## src/sobm_pkg.sv

```systemverilog
// Shared types, constants and helpers for the Sobel edge magnitude block.
package sobm_pkg;

	localparam int MAX_WIDTH  = 2048;
	localparam int MAX_HEIGHT = 4096;

	localparam int W_W       = 12;   // frame_width register / effective width
	localparam int H_W       = 13;   // frame_height register / effective height
	localparam int COL_W     = 11;
	localparam int ROW_W     = 12;
	localparam int ADDR_W    = 13;   // line store address, wraps naturally
	localparam int MEM_DEPTH = 1 << ADDR_W;
	localparam int CNT_W     = 24;   // pixel index within a frame
	localparam int PEND_W    = 13;
	localparam int GRAD_W    = 11;
	localparam int SQ_W      = 22;
	localparam int ROOT_W    = 11;
	localparam int REM_W     = 13;
	localparam int CFG_IDX_W = 2;
	localparam int CFG_DAT_W = 13;
	localparam int NUM_CH    = 3;
	localparam int NUM_TAPS  = 9;
	localparam int TAP_W     = 4;

	localparam logic [CFG_IDX_W-1:0] CFG_FRAME_WIDTH  = 2'd0;
	localparam logic [CFG_IDX_W-1:0] CFG_FRAME_HEIGHT = 2'd1;

	localparam logic [W_W-1:0]   WIDTH_RESET  = 12'd640;
	localparam logic [H_W-1:0]   HEIGHT_RESET = 13'd480;
	localparam logic [CNT_W-1:0] LAST_RESET   = CNT_W'(640 * 480 - 1);
	localparam logic [7:0]       MAG_LIMIT    = 8'd255;

	localparam logic OP_PIXEL = 1'b0;
	localparam logic OP_FLUSH = 1'b1;

	typedef struct packed {
		logic       op;
		logic [7:0] red_in;
		logic [7:0] green_in;
		logic [7:0] blue_in;
	} px_in_t;

	typedef struct packed {
		logic [7:0] red_out;
		logic [7:0] green_out;
		logic [7:0] blue_out;
		logic       frame_end;
	} px_out_t;

	// write port of the line store
	typedef struct packed {
		logic              en;
		logic [ADDR_W-1:0] addr;
		logic [23:0]       data;
	} mem_wr_t;

	// one output to be computed
	typedef struct packed {
		logic [ADDR_W-1:0] base;
		logic [ROW_W-1:0]  row;
		logic [COL_W-1:0]  col;
		logic [W_W-1:0]    width;
		logic [H_W-1:0]    height;
		logic              frame_end;
	} job_t;

	function automatic logic [W_W-1:0] eff_width(input logic [W_W-1:0] v);
		logic [W_W-1:0] r;
		r = v;
		if (v == '0)
			r = W_W'(1);
		else if (v > W_W'(MAX_WIDTH))
			r = W_W'(MAX_WIDTH);
		return r;
	endfunction

	function automatic logic [H_W-1:0] eff_height(input logic [H_W-1:0] v);
		logic [H_W-1:0] r;
		r = v;
		if (v == '0)
			r = H_W'(1);
		else if (v > H_W'(MAX_HEIGHT))
			r = H_W'(MAX_HEIGHT);
		return r;
	endfunction

endpackage

```

## src/sobm_front.sv

```systemverilog
// Front end: accepts transactions, stores pixels and schedules outputs.
module sobm_front (
	input  logic                          clk,
	input  logic                          arst_n,
	input  logic                          in_valid,
	output logic                          in_ready,
	input  sobm_pkg::px_in_t              in_data,
	input  logic                          cfg_we,
	input  logic [sobm_pkg::CFG_IDX_W-1:0] cfg_index,
	input  logic [sobm_pkg::CFG_DAT_W-1:0] cfg_data,
	output sobm_pkg::mem_wr_t             mem_wr,
	output logic                          job_valid,
	input  logic                          job_ready,
	output sobm_pkg::job_t                job
);
	import sobm_pkg::*;

	logic [W_W-1:0]    width_q;
	logic [H_W-1:0]    height_q;
	logic [CNT_W-1:0]  last_q;
	logic [CNT_W-1:0]  here_q;
	logic [PEND_W-1:0] pend_q;
	logic [ADDR_W-1:0] wr_q;
	logic [COL_W-1:0]  ocol_q;
	logic [ROW_W-1:0]  orow_q;

	logic [W_W-1:0]    w_eff, nw;
	logic [H_W-1:0]    h_eff, nh;
	logic [W_W+H_W-1:0] prod;
	logic              accept, pix, emit, cfg_hit;
	logic [PEND_W-1:0] pend_nx;
	logic [CNT_W-1:0]  remain, need, wp1;

	// effective sizes and the new frame length on a register write
	always_comb begin
		w_eff   = eff_width(width_q);
		h_eff   = eff_height(height_q);
		cfg_hit = cfg_we && (cfg_index == CFG_FRAME_WIDTH || cfg_index == CFG_FRAME_HEIGHT);
		nw      = (cfg_index == CFG_FRAME_WIDTH) ? eff_width(cfg_data[W_W-1:0]) : w_eff;
		nh      = (cfg_index == CFG_FRAME_HEIGHT) ? eff_height(cfg_data) : h_eff;
		prod    = (W_W+H_W)'(nw) * (W_W+H_W)'(nh);
	end

	// readiness of the head output
	always_comb begin
		accept  = in_valid && in_ready;
		pix     = accept && (in_data.op == OP_PIXEL);
		pend_nx = pend_q + PEND_W'(pix);
		remain  = last_q - here_q;
		wp1     = CNT_W'(w_eff) + CNT_W'(1);
		need    = (remain < wp1) ? remain : wp1;
		emit    = accept && (pend_nx != '0) && (CNT_W'(pend_nx) > need);
	end

	assign in_ready  = job_ready;
	assign job_valid = emit;

	always_comb begin
		job.base      = wr_q + ADDR_W'(pix) - pend_nx;
		job.row       = orow_q;
		job.col       = ocol_q;
		job.width     = w_eff;
		job.height    = h_eff;
		job.frame_end = (here_q == last_q);
		mem_wr.en     = pix;
		mem_wr.addr   = wr_q;
		mem_wr.data   = {in_data.red_in, in_data.green_in, in_data.blue_in};
	end

	// configuration, positions and pending count
	always_ff @(posedge clk or negedge arst_n) begin
		if (!arst_n) begin
			width_q  <= WIDTH_RESET;
			height_q <= HEIGHT_RESET;
			last_q   <= LAST_RESET;
			here_q   <= '0;
			pend_q   <= '0;
			wr_q     <= '0;
			ocol_q   <= '0;
			orow_q   <= '0;
		end else if (cfg_hit) begin
			if (cfg_index == CFG_FRAME_WIDTH)
				width_q <= cfg_data[W_W-1:0];
			else
				height_q <= cfg_data;
			last_q <= CNT_W'(prod - (W_W+H_W)'(1));
			here_q <= '0;
			pend_q <= '0;
			wr_q   <= '0;
			ocol_q <= '0;
			orow_q <= '0;
		end else if (accept) begin
			wr_q   <= wr_q + ADDR_W'(pix);
			pend_q <= pend_nx - PEND_W'(emit);
			if (emit) begin
				here_q <= (here_q == last_q) ? '0 : here_q + CNT_W'(1);
				if (W_W'(ocol_q) == w_eff - W_W'(1)) begin
					ocol_q <= '0;
					orow_q <= (H_W'(orow_q) == h_eff - H_W'(1)) ? '0 : orow_q + ROW_W'(1);
				end else begin
					ocol_q <= ocol_q + COL_W'(1);
				end
			end
		end
	end

endmodule

```

## config.mk

```make
export PLATFORM = sky130hd
export DESIGN_NAME = sobm_front
export DESIGN_NICKNAME = d
export VERILOG_FILES = /design/src/sobm_pkg.sv /design/src/sobm_front.sv
export SDC_FILE = /design/constraint.sdc
export NUM_CORES = 1
export LEC_CHECK = 0
export ABC_AREA = 1
export BUFFER_PORTS_ARGS = -buffer_cell sky130_fd_sc_hd__buf_2
export CORE_MARGIN = 1.5
export CORE_UTILIZATION = 45
export DETAILED_ROUTE_END_ITERATION = 16
export PLACE_DENSITY = 0.65
export SLEW_MARGIN = 20
export SYNTH_ARGS = -nofsm -noshare
export SYNTH_HDL_FRONTEND = slang
export SYNTH_SLANG_ARGS = --single-unit
```

## constraint.sdc

```tcl
create_clock -name clk -period 8.7 [get_ports clk]
set_input_delay 2.175 -clock clk [delete_from_list [all_inputs] [get_ports clk]]
set_output_delay 2.175 -clock clk [all_outputs]
set_load 0.02 [all_outputs]
```

==> impl_metrics.py <==
metrics = {
    "cts": {
        "cts_tree": "done",
        "cts_inserted_buffers": 17,
        "cts_root_buffer": "clkbuf_16",
        "clock_latency_ns": 0.44,
        "clock_path_buffers": 2,
        "cts_hold_buf": 0,
        "htreeDepth": 4,
        "clkTransAtPathRegs_ns": 0.06,
        "cts.sinks": 122,
    },
    "synth": {
        "synth_ff_type": "dfrtp_1",
        "ys_seq_area_frac": 0.191,
        "ys_types": 56,
        "ys.warnings.count": 0,
        "synth_edf_count": 0,
        "async_flop_share": 1.00,
        "yosys_register_bits": 122,
        "postSynthCellCount": 2280,
        "syn_nets": 2584,
        "postSynthAreaPerCell_sq_um": 7.07,
        "synth_area_sq_um": 16100,
    },
    "timing": {
        "worstMarginPinSlew_ns": 0.869,
        "slew_viol_final": 0,
        "finalCriticalPeriod_ns": 8.24,
        "hold_viol": 0,
        "fin_skew_ns": 0.00793,
        "final.setup.tns_ns": 0,
        "relSlewSlack": 0.419,
        "setup_violations": 0,
        "fin_crit_sh": 0.947,
        "fmax_ghz": 0.121,
        "rsz0062_at_grt": "false",
    },
    "min_path": {
        "hold_start": "last_q[3]",
        "holdPathEnd": "last_q[3]",
        "holdPathStages": 2,
        "hp-class": "flop to flop",
    },
    "global_routing": {
        "grt_pass1_wl_um": 75100,
        "grt_pass1_vias": 14554,
        "grt_max_degree": 66,
        "grt-ovfl-total": 0,
        "grt_usage": 0.260,
        "grt_antenna_before_repair": 0,
    },
    "cells_and_area": {
        "drive_gt1_frac": 0.0891,
        "fin_nets": 2649,
        "design_area_sq_um": 17600,
        "antenna_cells": 0,
        "syn2layout_area_growth_pct": 9.33,
    },
    "power_and_ir_drop": {
        "total_power_mw": 4.83,
        "power_density_nw_per_um2": 274,
        "leakage_nw": 9.09,
        "irDropWorstVdd_mv": 0.173,
    },
    "critical_path": {
        "reg2reg_depth": 37,
        "startpoint_type": "input port",
        "r2r_start": "width_q[4]",
        "crit_required_ns": 6.53,
        "critPathMaxFanout": 5,
        "r2r_slack_ns": 1.70,
        "crit_arrival_ns": 6.06,
        "crit_type": "input port to primary output",
        "end_kind": "primary output",
        "worstReg2RegEnd": "pend_q[11]",
    },
    "placement": {
        "io_buffers": 98,
        "dpl_cell_area_sq_um": 16900,
        "hpwl_um": 38300,
        "gp_congestion": 0.919,
    },
    "route": {
        "viasPerCell": 5.36,
        "drc": 0,
        "ant_nets": 0,
        "dr.first_iter.drc_count": 872,
        "route.vias.total": 15100,
        "routedWlPerCell_um": 16.7,
        "dr.pass1.iters": 7,
        "finalWirelength_um": 47200,
    },
    "die": {
        "rows": 69,
        "start_util": 0.455,
        "coreArea_sq_um": 35400,
        "die_h_um": 192,
        "dieWidth_um": 192,
        "die_area_sq_um": 37000,
        "boundaryPins": 147,
    },
    "run": {
        "drv_cap": 0,
    },
    "status": {
        "outcome": "complete, no violations",
    },
}
==> critical path, stage by stage <==
cell and delay (ns):
buf_2 0.11, nand2_1 0.07, nor2_1 0.20, ha_1 0.34, nand3_1 0.19, xor2_1 0.43, inv_1 0.17, ha_1 0.41
nand2_1 0.07, o21ai_0 0.33, a21oi_1 0.11, o21ai_0 0.29, a21boi_0 0.20, o21ai_0 0.37, a21oi_1 0.12, nor2_1 0.10
nor2_1 0.05, xor2_1 0.15, buf_2 0.19
==> placed cells by master, fill, tap and decap left out, types with 22 or more instances in the layout <==
cell type,n
nand2_1,533
inv_1,394
nor2_1,203
o21ai_0,143
ha_1,139
nand3_1,129
fa_1,120
dfrtp_1,101
buf_2,97
a21oi_1,88
xor2_1,83
nor3_1,43
nand4_1,37
o22ai_1,31
buf_4,28
clkbuf_16,22
==> sequential cells by signal, summed over array words and instances, names as in the netlist <==
register  count
here_q       24
orow_q       12
height_q     13
ocol_q       11
last_q       24
pend_q       13
width_q      12
wr_q         13
==> repair_timing <==
item                                    4_1_cts  5_1_grt
endpoints found under the hold margin         0        0
gates resized for setup                       0        1
buffers inserted                              0        1
endpoints found under the setup margin        0        1
==> cell type report <==
cell class / instances / area, sq um
Clock buffer: 26 / 576
Clock inverter: 6 / 91.3
Fill cell: 3633 / 17800
Inverter: 403 / 1510
Multi-Input combinational cell: 1676 / 11100
Sequential cell: 122 / 3080
Tap cell: 461 / 577
Timing Repair Buffer: 125 / 696
==> synth_stat cells (7+ instances only) <==
library cell	number	area [sq um]
nand2_1	533	2000
inv_1	394	1480
nor2_1	204	766
o21ai_0	143	716
ha_1	139	1740
nand3_1	129	646
fa_1	120	2400
dfrtp_1	101	2530
a21oi_1	88	440
xor2_1	83	727
nor3_1	43	215
nand4_1	37	231
clkbuf_1	34	128
buf_4	32	240
o22ai_1	31	194
dfstp_2	21	552
xnor2_1	21	184
nor4_1	13	81.3
or2_2	9	56.3
a31oi_1	8	50.1
buf_2	7	35.0
==> layer usage <==
metal,vias to the layer above,global-route usage,wire [um]
met1,7279,0.350,22100
met5,-,0,0
met3,63,0.0301,1760
met4,0,0.0802,1110
li1,7384,-,-
met2,374,0.434,22200
==> logic make-up (layout without fill, tap and decap cells) <==
family | count (synthesis) | in the layout | share of synthesized area
AND/OR/NAND/NOR | 992 | 992 | 0.260
buffers and inverters | 482 | 560 | 0.122
AO/OA/AOI/OAI | 318 | 318 | 0.111
XOR/XNOR | 106 | 106 | 0.0589
adder cells (fa/ha/maj) | 259 | 259 | 0.257
other | 1 | 1 | 0.000233
flip-flops | 122 | 122 | 0.191
==> metrics by stage <==
step | utilization | setup WS (ns) | instances | hold slack (ns)
2_1_floorplan | - | 0.956 | 2280 | 0.446
3_3_place_gp | 0.479 | 0.428 | 2786 | 0.457
3_5_place_dp | 0.479 | 0.282 | 2786 | 0.461
4_1_cts | 0.497 | 0.399 | 2818 | 0.472
5_1_grt | 0.498 | 0.125 | 2819 | 0.489
6_report | 0.498 | 0.463 | 2819 | 0.474
==> power by group <==
group | internal (mW) | switching [mW]
clock network | 0.516 | 0.286
registers | 0.696 | 0.143
logic | 1.15 | 2.04
total | 2.36 | 2.47
==> worst max-delay path by stage <==
stage / slack, ns / endpoint / startpoint / cells past startpoint
after detailed placement: 0.28 / last_q[20] / cfg_data[4] / 29
after global placement: 0.43 / last_q[20] / cfg_data[0] / 29
after floorplan: 0.96 / last_q[20] / cfg_data[0] / 29
final: 0.46 / job[61] / job_ready / 19
after global routing: 0.12 / job[61] / job_ready / 19
after CTS: 0.40 / job_valid / width_q[4] / 30
Note: power is estimated with default switching activity, not from simulation.
