--- src/sobm_pkg.sv ---
// Shared types, constants and helpers for the Sobel edge magnitude block.
package sobm_pkg;

	localparam int MAX_WIDTH  = 2048;
	localparam int MAX_HEIGHT = 4096;

	localparam int W_W       = 12;   // frame_width register / effective width
	localparam int H_W       = 13;   // frame_height register / effective height
	localparam int COL_W     = 11;
	localparam int ROW_W     = 12;
	localparam int ADDR_W    = 13;   // line store address, wraps naturally
	localparam int MEM_DEPTH = 1 << ADDR_W;
	localparam int CNT_W     = 24;   // pixel index within a frame
	localparam int PEND_W    = 13;
	localparam int GRAD_W    = 11;
	localparam int SQ_W      = 22;
	localparam int ROOT_W    = 11;
	localparam int REM_W     = 13;
	localparam int CFG_IDX_W = 2;
	localparam int CFG_DAT_W = 13;
	localparam int NUM_CH    = 3;
	localparam int NUM_TAPS  = 9;
	localparam int TAP_W     = 4;

	localparam logic [CFG_IDX_W-1:0] CFG_FRAME_WIDTH  = 2'd0;
	localparam logic [CFG_IDX_W-1:0] CFG_FRAME_HEIGHT = 2'd1;

	localparam logic [W_W-1:0]   WIDTH_RESET  = 12'd640;
	localparam logic [H_W-1:0]   HEIGHT_RESET = 13'd480;
	localparam logic [CNT_W-1:0] LAST_RESET   = CNT_W'(640 * 480 - 1);
	localparam logic [7:0]       MAG_LIMIT    = 8'd255;

	localparam logic OP_PIXEL = 1'b0;
	localparam logic OP_FLUSH = 1'b1;

	typedef struct packed {
		logic       op;
		logic [7:0] red_in;
		logic [7:0] green_in;
		logic [7:0] blue_in;
	} px_in_t;

	typedef struct packed {
		logic [7:0] red_out;
		logic [7:0] green_out;
		logic [7:0] blue_out;
		logic       frame_end;
	} px_out_t;

	// write port of the line store
	typedef struct packed {
		logic              en;
		logic [ADDR_W-1:0] addr;
		logic [23:0]       data;
	} mem_wr_t;

	// one output to be computed
	typedef struct packed {
		logic [ADDR_W-1:0] base;
		logic [ROW_W-1:0]  row;
		logic [COL_W-1:0]  col;
		logic [W_W-1:0]    width;
		logic [H_W-1:0]    height;
		logic              frame_end;
	} job_t;

	function automatic logic [W_W-1:0] eff_width(input logic [W_W-1:0] v);
		logic [W_W-1:0] r;
		r = v;
		if (v == '0)
			r = W_W'(1);
		else if (v > W_W'(MAX_WIDTH))
			r = W_W'(MAX_WIDTH);
		return r;
	endfunction

	function automatic logic [H_W-1:0] eff_height(input logic [H_W-1:0] v);
		logic [H_W-1:0] r;
		r = v;
		if (v == '0)
			r = H_W'(1);
		else if (v > H_W'(MAX_HEIGHT))
			r = H_W'(MAX_HEIGHT);
		return r;
	endfunction

endpackage

--- src/sobm_jobq.sv ---
// Two-entry queue of scheduled outputs between front and back end.
module sobm_jobq (
	input  logic           clk,
	input  logic           arst_n,
	input  logic           push,
	input  sobm_pkg::job_t push_data,
	output logic           push_ready,
	output logic           pop_valid,
	input  logic           pop,
	output sobm_pkg::job_t pop_data
);
	import sobm_pkg::*;

	job_t       ent_q [2];
	logic       wp_q, rp_q;
	logic [1:0] cnt_q;

	assign push_ready = (cnt_q != 2'd2);
	assign pop_valid  = (cnt_q != 2'd0);
	assign pop_data   = ent_q[rp_q];

	// storage
	always_ff @(posedge clk) begin
		if (push && push_ready)
			ent_q[wp_q] <= push_data;
	end

	// pointers and fill level
	always_ff @(posedge clk or negedge arst_n) begin
		if (!arst_n) begin
			wp_q  <= 1'b0;
			rp_q  <= 1'b0;
			cnt_q <= 2'd0;
		end else begin
			if (push && push_ready)
				wp_q <= ~wp_q;
			if (pop && pop_valid)
				rp_q <= ~rp_q;
			cnt_q <= cnt_q + 2'(push && push_ready) - 2'(pop && pop_valid);
		end
	end

endmodule

--- config.mk ---
export PLATFORM = sky130hd
export DESIGN_NAME = sobm_jobq
export DESIGN_NICKNAME = d
export VERILOG_FILES = /design/src/sobm_pkg.sv /design/src/sobm_jobq.sv
export SDC_FILE = /design/constraint.sdc
export NUM_CORES = 1
export LEC_CHECK = 0
export BUFFER_PORTS_ARGS = -buffer_cell sky130_fd_sc_hd__clkbuf_2
export CAP_MARGIN = 25
export CORE_MARGIN = 1
export CORE_UTILIZATION = 50
export DETAILED_ROUTE_END_ITERATION = 16
export PLACE_DENSITY = 0.79
export SLEW_MARGIN = 20
export SYNTH_ARGS = -nofsm -noshare
export SYNTH_HDL_FRONTEND = slang
export SYNTH_SLANG_ARGS = --single-unit
--- constraint.sdc ---
create_clock -name clk -period 4.9 [get_ports clk]
set_input_delay 0.49 -clock clk [delete_from_list [all_inputs] [get_ports clk]]
set_output_delay 0.49 -clock clk [all_outputs]
set_load 0.02 [all_outputs]
==> reports/metrics.yaml, run 1 <==
fp.dieArea_mm2: 0.01035
overflow: 0
cts.sinks: 128
cts_buffers: 17
critPathLaunch: "rp_q"
cts_resized: 0
power_density_mw_per_mm2: 660.2
finalCritPeriodShare: 0.5241
drtIter0Drc: 107
place_area_mm2: 0.005737
p_comb_frac: 0.323
final_nets: 424
p_total_mw: 4.180
die_w_um: 101.7
finClkSkew_ns: 0.01177
fmax_ghz: 0.3894
coreArea_mm2: 0.009684
hp-class: "in -> reg"
seq_area_frac_synth: 0.7688
design_area_mm2: 0.006331
h-tree-depth: 4
yosysWarnings: 0
grt_pass1_vias: 2313
cp_data_arrival_time_ns: 2.08
wl_um: 7964
syn_avg_cell_area_um2: 23.68
p_seq_frac: 0.387
r2r_cells: 3
fin_tns_setup_ns: 0
antenna_cells: 0
path_cells: "buf_16 > mux2_1 > clkbuf_2"
outcome: "completed"
via_per_inst: 4.767
drc: 0
ir_drop_v: 0.0005037
dieHeight_um: 101.7
reg2reg_to: "ent_q[1][19]"
sw_frac_of_total: 0.3070
wl_per_cell_um: 15.86
ios: 130
ant_nets: 0
r2r_slack_ns: 2.82
syn_area_mm2: 0.004974
leakage_nw: 2.600
crit_fanout: 42
grtUsageTotal: 0.1604
min_path_cells: 1
post-route-min-period_ns: 2.568
grt_max_degree: 43
cts_tree: "yes"
clk_pin_slew_ns: 0.06
crit_slowest_cell: "dfrtp_4"
root_buffer: "clkbuf_8"
postSynthCellCount: 210
layout_commonest_cell: "clkbuf_2"
intPower_mw: 2.897
synth_seq_cells: 128
cp-endpoint: "pop_data[1]"
p_clk_frac: 0.290
critPathLaunchType: "flop"
start_util: 0.5136
drv_slew: 0
tightestPinTransition_ns: 0.6712
grt_first_pass_wirelength_um: 11720
port_buffers: 129
cap_violations: 0
drive_gt1_frac: 0.6070
num_vias: 2393
clk_latency_ns: 0.50
rsz0062_at_grt: "false"
antenna_found_initial: 0
critical_path_class: "reg -> out"
first_pass_iters: 4
worstPathRequired_ns: 4.41
hpwl_um: 5305
clock_path_buffers: 2
place_congestion: 0.7120
hold_viol: 0
end_kind: "output pin"
cpPeakStageDelay_ns: 0.71
nFillCells: 683
p_switching_mw: 1.283
yosys.cell_types.count: 16
area_growth_pct: 27.30
syn-num-nets: 278
reg2reg_from: "cnt_q[1]"
layout_common_cells: "clkbuf_2, edfxtp_1, mux2_4"
setup_viol: 0
relSlewSlack: 0.5515
row_count: 36
postLayoutCoreUtil: 0.6537
stage by stage:
stage / std cells / setup WS [ns] / hold slack [ns]
finish: 502 / 2.332 / 0.1784
global route: 502 / 2.225 / 0.1380
CTS: 502 / 2.288 / 0.1473
detailed placement: 469 / 2.760 / 0.3058
global placement: 467 / 2.475 / 0.2989
floorplan: 210 / 1.066 / 0.1944
Yosys cell counts, drive strengths merged:
cell type / count / area [µm²]
inv: 1 / 3.750
and2: 1 / 8.760
dfrtp: 4 / 100.1
nand2: 1 / 3.750
edfxtp: 124 / 3724
and3: 1 / 6.260
mux2: 62 / 919.6
or2: 1 / 6.260
xor2: 1 / 8.760
ha: 2 / 25.02
xnor2: 3 / 26.28
nand2b: 1 / 6.260
nor2: 1 / 3.750
buf: 7 / 131.4
registers in the layout, summed over array words and instances, names as in the netlist:
name and cells:
wp_q 1, rp_q 1, ent_q 124, cnt_q 2
area by class of cell:
| type | instances | area (µm²) | area share |
|---|---|---|---|
| multi-input combinational | 74 | 1023 | 0.1617 |
| clock inverter | 13 | 162.7 | 0.02569 |
| timing repair buffer | 134 | 725.7 | 0.1146 |
| clock buffer | 19 | 421.7 | 0.06660 |
| tap | 133 | 166.4 | 0.02628 |
| sequential | 128 | 3827 | 0.6045 |
| inverter | 1 | 3.754 | 0.0005929 |
worst max-delay path, delay by kind of cell, from the launching register on:
| family | cells | cell delay [ns] |
|---|---|---|
| mux | 1 | 0.35 |
| flops | 1 | 0.71 |
| buf+inv | 2 | 0.48 |
kinds of logic (layout without fill, tap and decap cells):
group / count (synthesis) / after routing / synth area share
xor gates and xnor gates: 4 / 4 / 0.007045
adders and majority gates: 2 / 2 / 0.005031
buffers and inverters: 8 / 167 / 0.02717
DFF: 128 / 128 / 0.7688
muxes: 62 / 62 / 0.1849
and+or+nand+nor: 6 / 6 / 0.007045
worst min path at each step:
stage                               to  slack, ns          start
after floorplan               cnt_q[0]       0.19         arst_n
after global placement        cnt_q[0]       0.30         arst_n
after global routing      ent_q[0][34]       0.14  push_data[34]
final                     ent_q[0][53]       0.18  push_data[53]
after CTS                 ent_q[1][53]       0.15  push_data[53]
after detailed placement      cnt_q[0]       0.31         arst_n
routing by layer:
metal / global-route usage / part of all wire / routed length [µm]
met5: 0 / 0 / 0
met4: 0.06020 / 0.0065 / 52
met3: 0.06487 / 0.052 / 418
met2: 0.2578 / 0.52 / 4152
met1: 0.1955 / 0.42 / 3341
power by group through the flow:
stage          clock network [mW]  registers (mW)  logic, mW
2_1_floorplan                   0            1.58       1.12
3_3_place_gp                    0            1.71       1.23
3_5_place_dp                    0            1.65       1.37
4_1_cts                      1.24            1.63       1.37
5_1_grt                      1.29            1.64       1.43
6_report                     1.21            1.62       1.35
timing repair:
| action | CTS | global route |
|---|---|---|
| hold endpoints to repair | 4 | 0 |
| hold buffers | 1 | 0 |
| setup buffers | 0 | 0 |
Power figures use the tool's default switching activity.
==> run 2: changes to the inputs <==
==> constraint.sdc (replaced) <==
create_clock -name clk -period 2.4 [get_ports clk]
set_input_delay 0.24 -clock clk [delete_from_list [all_inputs] [get_ports clk]]
set_output_delay 0.24 -clock clk [all_outputs]
set_load 0.02 [all_outputs]
==> run 2 against run 1 <==
First-iteration DRC count fell by 30%. Sequential power grew 98%. Combinational power grew 120%. Highest routed layer unchanged. Design area rose by 9.4%. Register-to-register slack worse by 2.2 ns. Count of clock-buffer cells in the layout is 1 lower.
==> reports/metrics.yaml, run 2 (synthesized netlist as in run 1, its figures left out) <==
hold_viol: 0  # unchanged
postLayoutCoreUtil: 0.7151  # +0.06137
num_vias: 2629  # +9.9%
post-route-min-period_ns: 2.122
top_register: "ent_q"
drive_gt1_frac: 0.5244  # -0.08268
ios: 130  # unchanged
die_w_um: 101.7  # unchanged
ir_drop_v: 0.001179  # +130%
power_density_mw_per_mm2: 1239  # +88%
area_growth_pct: 39.25
finalCritPeriodShare: 0.8840
fp.dieArea_mm2: 0.01035  # unchanged
seq_area_mm2: 0.003827  # unchanged
busiest_layer: "met2"
path_cells: "buf_12 > mux2_4 > clkbuf_2"
cts_buffers: 17  # unchanged
coreArea_mm2: 0.009684  # unchanged
nFillCells: 636  # -6.9%
cp_data_arrival_time_ns: 1.88  # -0.20 ns
drtIter0Drc: 75  # -30%
cts_tree: "yes"
overflow: 0  # unchanged
grt_first_pass_wirelength_um: 13010  # +11%
layout_commonest_cell: "clkbuf_2"
largest_register_ffs: 124  # unchanged
start_util: 0.5136  # unchanged
top_regs: "ent_q x124, cnt_q x2"
dpl.cell_count: 469  # unchanged
cpPeakStageDelay_ns: 0.41  # -0.30 ns
tightestPinTransition_ns: 0.4893  # -0.1819 ns
worstPathRequired_ns: 2.16  # -2.25 ns
antenna_found_initial: 0  # unchanged
hpwl_um: 4828  # -9.0%
antenna_cells: 0  # unchanged
crit_fanout: 63  # +50%
end_kind: "output pin"
setup_viol: 0  # unchanged
multiInputGateArea_mm2: 0.001023  # unchanged
fmax_ghz: 0.4714
min_path_cells: 3  # +2
outcome: "completed"
grtUsageMet1: 0.1894  # -0.006034
root_buffer: "clkbuf_8"
critPathLaunchType: "flop"
ant_nets: 0  # unchanged
row_count: 36  # unchanged
clk_latency_ns: 0.50  # about the same
finClkSkew_ns: 0.01041  # -0.001357 ns
leakage_nw: 2.837  # +9.1%
r2r_cells: 7  # +4
hp-class: "in -> reg"
place_congestion: 0.6676  # -6.2%
cap_violations: 0  # unchanged
final_nets: 486  # +15%
layout_common_cells: "clkbuf_2, edfxtp_1, dlygate4sd3_1"
fin_tns_setup_ns: 0  # unchanged
clk_pin_slew_ns: 0.06  # about the same
critical_path_class: "reg -> out"
cts_resized: 0  # unchanged
crit_slowest_cell: "dfrtp_4"
grt_pass1_vias: 2675  # +16%
drv_slew: 0  # unchanged
rsz0062_at_grt: "false"
grtUsageTotal: 0.1758  # +0.01533
grt_max_degree: 64  # +49%
grt_use_met3: 0.05107  # -0.01380
port_buffers: 129  # unchanged
relSlewSlack: 0.6738  # +0.1223
h-tree-depth: 4  # unchanged
wl_um: 8655  # +8.7%
clock_path_buffers: 2  # unchanged
wl_per_cell_um: 15.35  # -3.3%
drc: 0  # unchanged
cts.sinks: 128  # unchanged
first_pass_iters: 4  # unchanged
p_total_mw: 8.578  # +110%
final_cells: 564  # +12%
via_per_inst: 4.661  # -2.2%
dieHeight_um: 101.7  # unchanged
met2_usage: 0.3165  # +0.05873
-- run 2: changes by cell type in the layout (fill, tap and decap cells not counted), sizes merged --
cell         change
clkbuf           -1
inv              +4
dlygate4sd3     +62
bufinv           -1
clkinv           -5
clkinvlp         +3
-- run 2: power by group --
group          internal, mW  switching, mW  total (mW)
Combinational          1.31           1.61        2.93
Sequential             3.07          0.139        3.20
Clock                  1.49          0.953        2.44
Total                  5.87           2.71        8.58
-- run 2: layout make-up --
type	count	share of cell area
flip-flops and latches	128	0.5527
repair buffers	196	0.1922
inverters	1	0.0005420
clock buffers	18	0.06034
well taps	133	0.02403
clock inverters	14	0.02240
multi-input cells	74	0.1478
-- run 2: final timing paths --
| kind | from | to | slack, ns |
|---|---|---|---|
| min in group asynchronous | arst_n | rp_q | 0.08 |
| max | rp_q | pop_data[54] | 0.28 |
| min reg2reg | cnt_q[0] | cnt_q[0] | 0.53 |
| max reg2reg | cnt_q[1] | cnt_q[1] | 0.64 |
| min | pop | rp_q | 0.04 |
| max in group asynchronous | arst_n | rp_q | 2.17 |
-- run 2: what timing repair did --
action                                  4_1_cts  5_1_grt
hold buffers                                 63        0
endpoints found under the hold margin       128        0
setup buffers                                 0        0
endpoints found under the setup margin        0        0
-- run 2: stage by stage --
step	cell area (µm²)	worst slack, ns	hold slack (ns)
6_report	6925	0.2785	0.04169
5_1_grt	6925	0.2061	0.01907
4_1_cts	6925	0.2343	0.01226
3_5_place_dp	5722	0.6748	0.05315
3_3_place_gp	5722	0.7784	0.04928
2_1_floorplan	4982	0.2756	-0.05559
-- run 2: routing by layer --
| layer | vias to the layer above | share of wire |
|---|---|---|
| li1 | 1254 | - |
| met1 | 1293 | 0.40 |
| met2 | 74 | 0.56 |
| met3 | 8 | 0.037 |
| met4 | 0 | 0.0088 |
| met5 | - | 0 |
-- run 2: worst max-delay path: cells and delay by family, from the launching register on --
| family | cells | cell delay [ns] |
|---|---|---|
| flops | 1 | 0.41 |
| buf+inv | 2 | 0.56 |
| mux | 1 | 0.34 |
==> run 3: changes to the inputs <==
==> constraint.sdc (replaced) <==
create_clock -name clk -period 2.4 [get_ports clk]
set_input_delay 0.36 -clock clk [delete_from_list [all_inputs] [get_ports clk]]
set_output_delay 0.36 -clock clk [all_outputs]
set_load 0.02 [all_outputs]
==> run 3 against run 2 <==
Highest routed layer is now met5. Core utilization shrank 6.1 points. Critical path depth is the same. Clock skew shrank 0.0065 ns. Register-to-register slack gained 0.07 ns. Worst setup slack lost 0.12 ns. Sequential power grew 2%. Fmax shrank 5.4%.
==> reports/metrics.yaml, run 3 (synthesized netlist as in run 1, its figures left out) <==
critPathLaunchType: "flop"
worstHoldStart: "push_data[35]"
sw_frac_of_total: 0.3063  # -0.009279
grt_pass1_vias: 2437  # -8.9%
place_area_mm2: 0.005744  # +0.39%
p_total_mw: 8.521  # -0.66%
ant_nets: 0  # unchanged
coreArea_mm2: 0.009684  # unchanged
antenna_found_initial: 1  # +1
cpPeakStageDelay_ns: 0.57  # +0.16 ns
worstPathRequired_ns: 2.04  # -0.12 ns
setup_viol: 0  # unchanged
path_cells: "buf_4 > mux2_4 > clkbuf_2"
root_buffer: "clkbuf_8"
clock_path_buffers: 2  # unchanged
layout_common_cells: "clkbuf_2, edfxtp_1, mux2_4"
reg2reg_from: "cnt_q[1]"
rsz0062_at_grt: "false"
overflow: 0  # unchanged
cp_data_arrival_time_ns: 1.88  # about the same
start_util: 0.5136  # unchanged
grt_first_pass_wirelength_um: 12060  # -7.3%
wl_per_cell_um: 16.31  # +6.3%
place_congestion: 0.6977  # +4.5%
drtIter0Drc: 54  # -28%
h-tree-depth: 4  # unchanged
critical_path_class: "reg -> out"
cts.sinks: 128  # unchanged
postLayoutCoreUtil: 0.6541  # -0.06098
finalCritPeriodShare: 0.9341  # +0.05014
wl_um: 8253  # -4.6%
final_cells: 506  # -10%
drv_slew: 0  # unchanged
p_clk_frac: 0.284  # about the same
grtUsageTotal: 0.1662  # -0.009545
area_growth_pct: 27.37
ir_drop_v: 0.0008397  # -29%
port_buffers: 129  # unchanged
drive_gt1_frac: 0.6086  # +0.08422
drc: 0  # unchanged
first_pass_iters: 4  # unchanged
top_regs: "ent_q x124, cnt_q x2"
tightestPinTransition_ns: 0.4735  # -0.01581 ns
intPower_mw: 5.911  # +0.69%
grt_max_degree: 35  # -45%
fin_tns_setup_ns: 0  # unchanged
hold_ws_ns: 0.04189  # +0.0002012 ns
finClkSkew_ns: 0.003943  # -0.006470 ns
p_comb_frac: 0.334  # -0.007
dieHeight_um: 101.7  # unchanged
end_kind: "output pin"
cts_tree: "yes"
leakage_nw: 2.604  # -8.2%
p_seq_frac: 0.382  # +0.008
die_w_um: 101.7  # unchanged
dpl.cell_count: 472  # +0.64%
design_area_mm2: 0.006335  # -8.5%
largest_register_ffs: 124  # unchanged
p_switching_mw: 2.610  # -3.6%
nFillCells: 687  # +8.0%
post-route-min-period_ns: 2.242  # +0.1203 ns
final_nets: 428  # -12%
cts_buffers: 17  # unchanged
num_vias: 2453  # -6.7%
relSlewSlack: 0.6844  # +0.01054
crit_slowest_cell: "dfrtp_4"
power_density_mw_per_mm2: 1345  # +8.6%
top_register: "ent_q"
antenna_cells: 0  # unchanged
clk_pin_slew_ns: 0.06  # about the same
cap_violations: 0  # unchanged
critPathLaunch: "rp_q"
hpwl_um: 5470  # +13%
hp-class: "in -> reg"
layout_commonest_cell: "clkbuf_2"
fp.dieArea_mm2: 0.01035  # unchanged
crit_fanout: 13  # -79%
hold_viol: 0  # unchanged
outcome: "completed"
via_per_inst: 4.848  # +4.0%
fmax_ghz: 0.4461  # -5.4%
ios: 130  # unchanged
clk_latency_ns: 0.51  # about the same
row_count: 36  # unchanged
setup_ws_ns: 0.1581  # -0.1203 ns
pre_cts_ws_ns: 0.5144  # -0.1603 ns
-- run 3: area by class of cell --
type | count | area (µm²) | area share
Tap cell | 133 | 166.4 | 0.02627
Clock buffer | 18 | 417.9 | 0.06597
Timing Repair Buffer | 138 | 748.2 | 0.1181
Inverter | 1 | 3.754 | 0.0005925
Multi-Input combinational cell | 74 | 1023 | 0.1616
Clock inverter | 14 | 147.6 | 0.02331
Sequential cell | 128 | 3827 | 0.6042
-- run 3: power by group through the flow --
stage / clock, mW / sequential [mW] / combinational [mW]
3_5_place_dp: 0 / 3.35 / 2.82
2_1_floorplan: 0 / 3.21 / 2.30
5_1_grt: 2.55 / 3.31 / 3.03
4_1_cts: 2.47 / 3.27 / 2.90
3_3_place_gp: 0 / 3.32 / 2.77
6_report: 2.42 / 3.26 / 2.84
-- run 3: worst max-delay path: cells and delay by family, from the launching register on --
family,cells,cell delay (ns)
muxes,1,0.33
DFF,1,0.57
buffers and inverters,2,0.48
-- run 3: worst paths after layout --
kind	slack (ns)	to	cells past startpoint
worst max-delay path	0.16	pop_data[35]	3
worst min-delay path	0.04	ent_q[1][35]	1
worst max register to register	0.71	cnt_q[1]	7
worst min register to register	0.52	cnt_q[0]	1
max in group asynchronous	2.05	rp_q	2
min in group asynchronous	0.20	cnt_q[0]	2
-- run 3: layer usage --
layer  routed length (µm)  track usage
met1                 3260       0.1884
met2                 4288       0.2739
met3                  482      0.05176
met4                  209       0.1059
met5                   12            0
-- run 3: repair_timing --
action	4_1_cts	5_1_grt
resized for setup	0	0
endpoints found under the setup margin	25	0
hold buffers	1	0
setup buffers	1	0
hold endpoints to repair	4	0
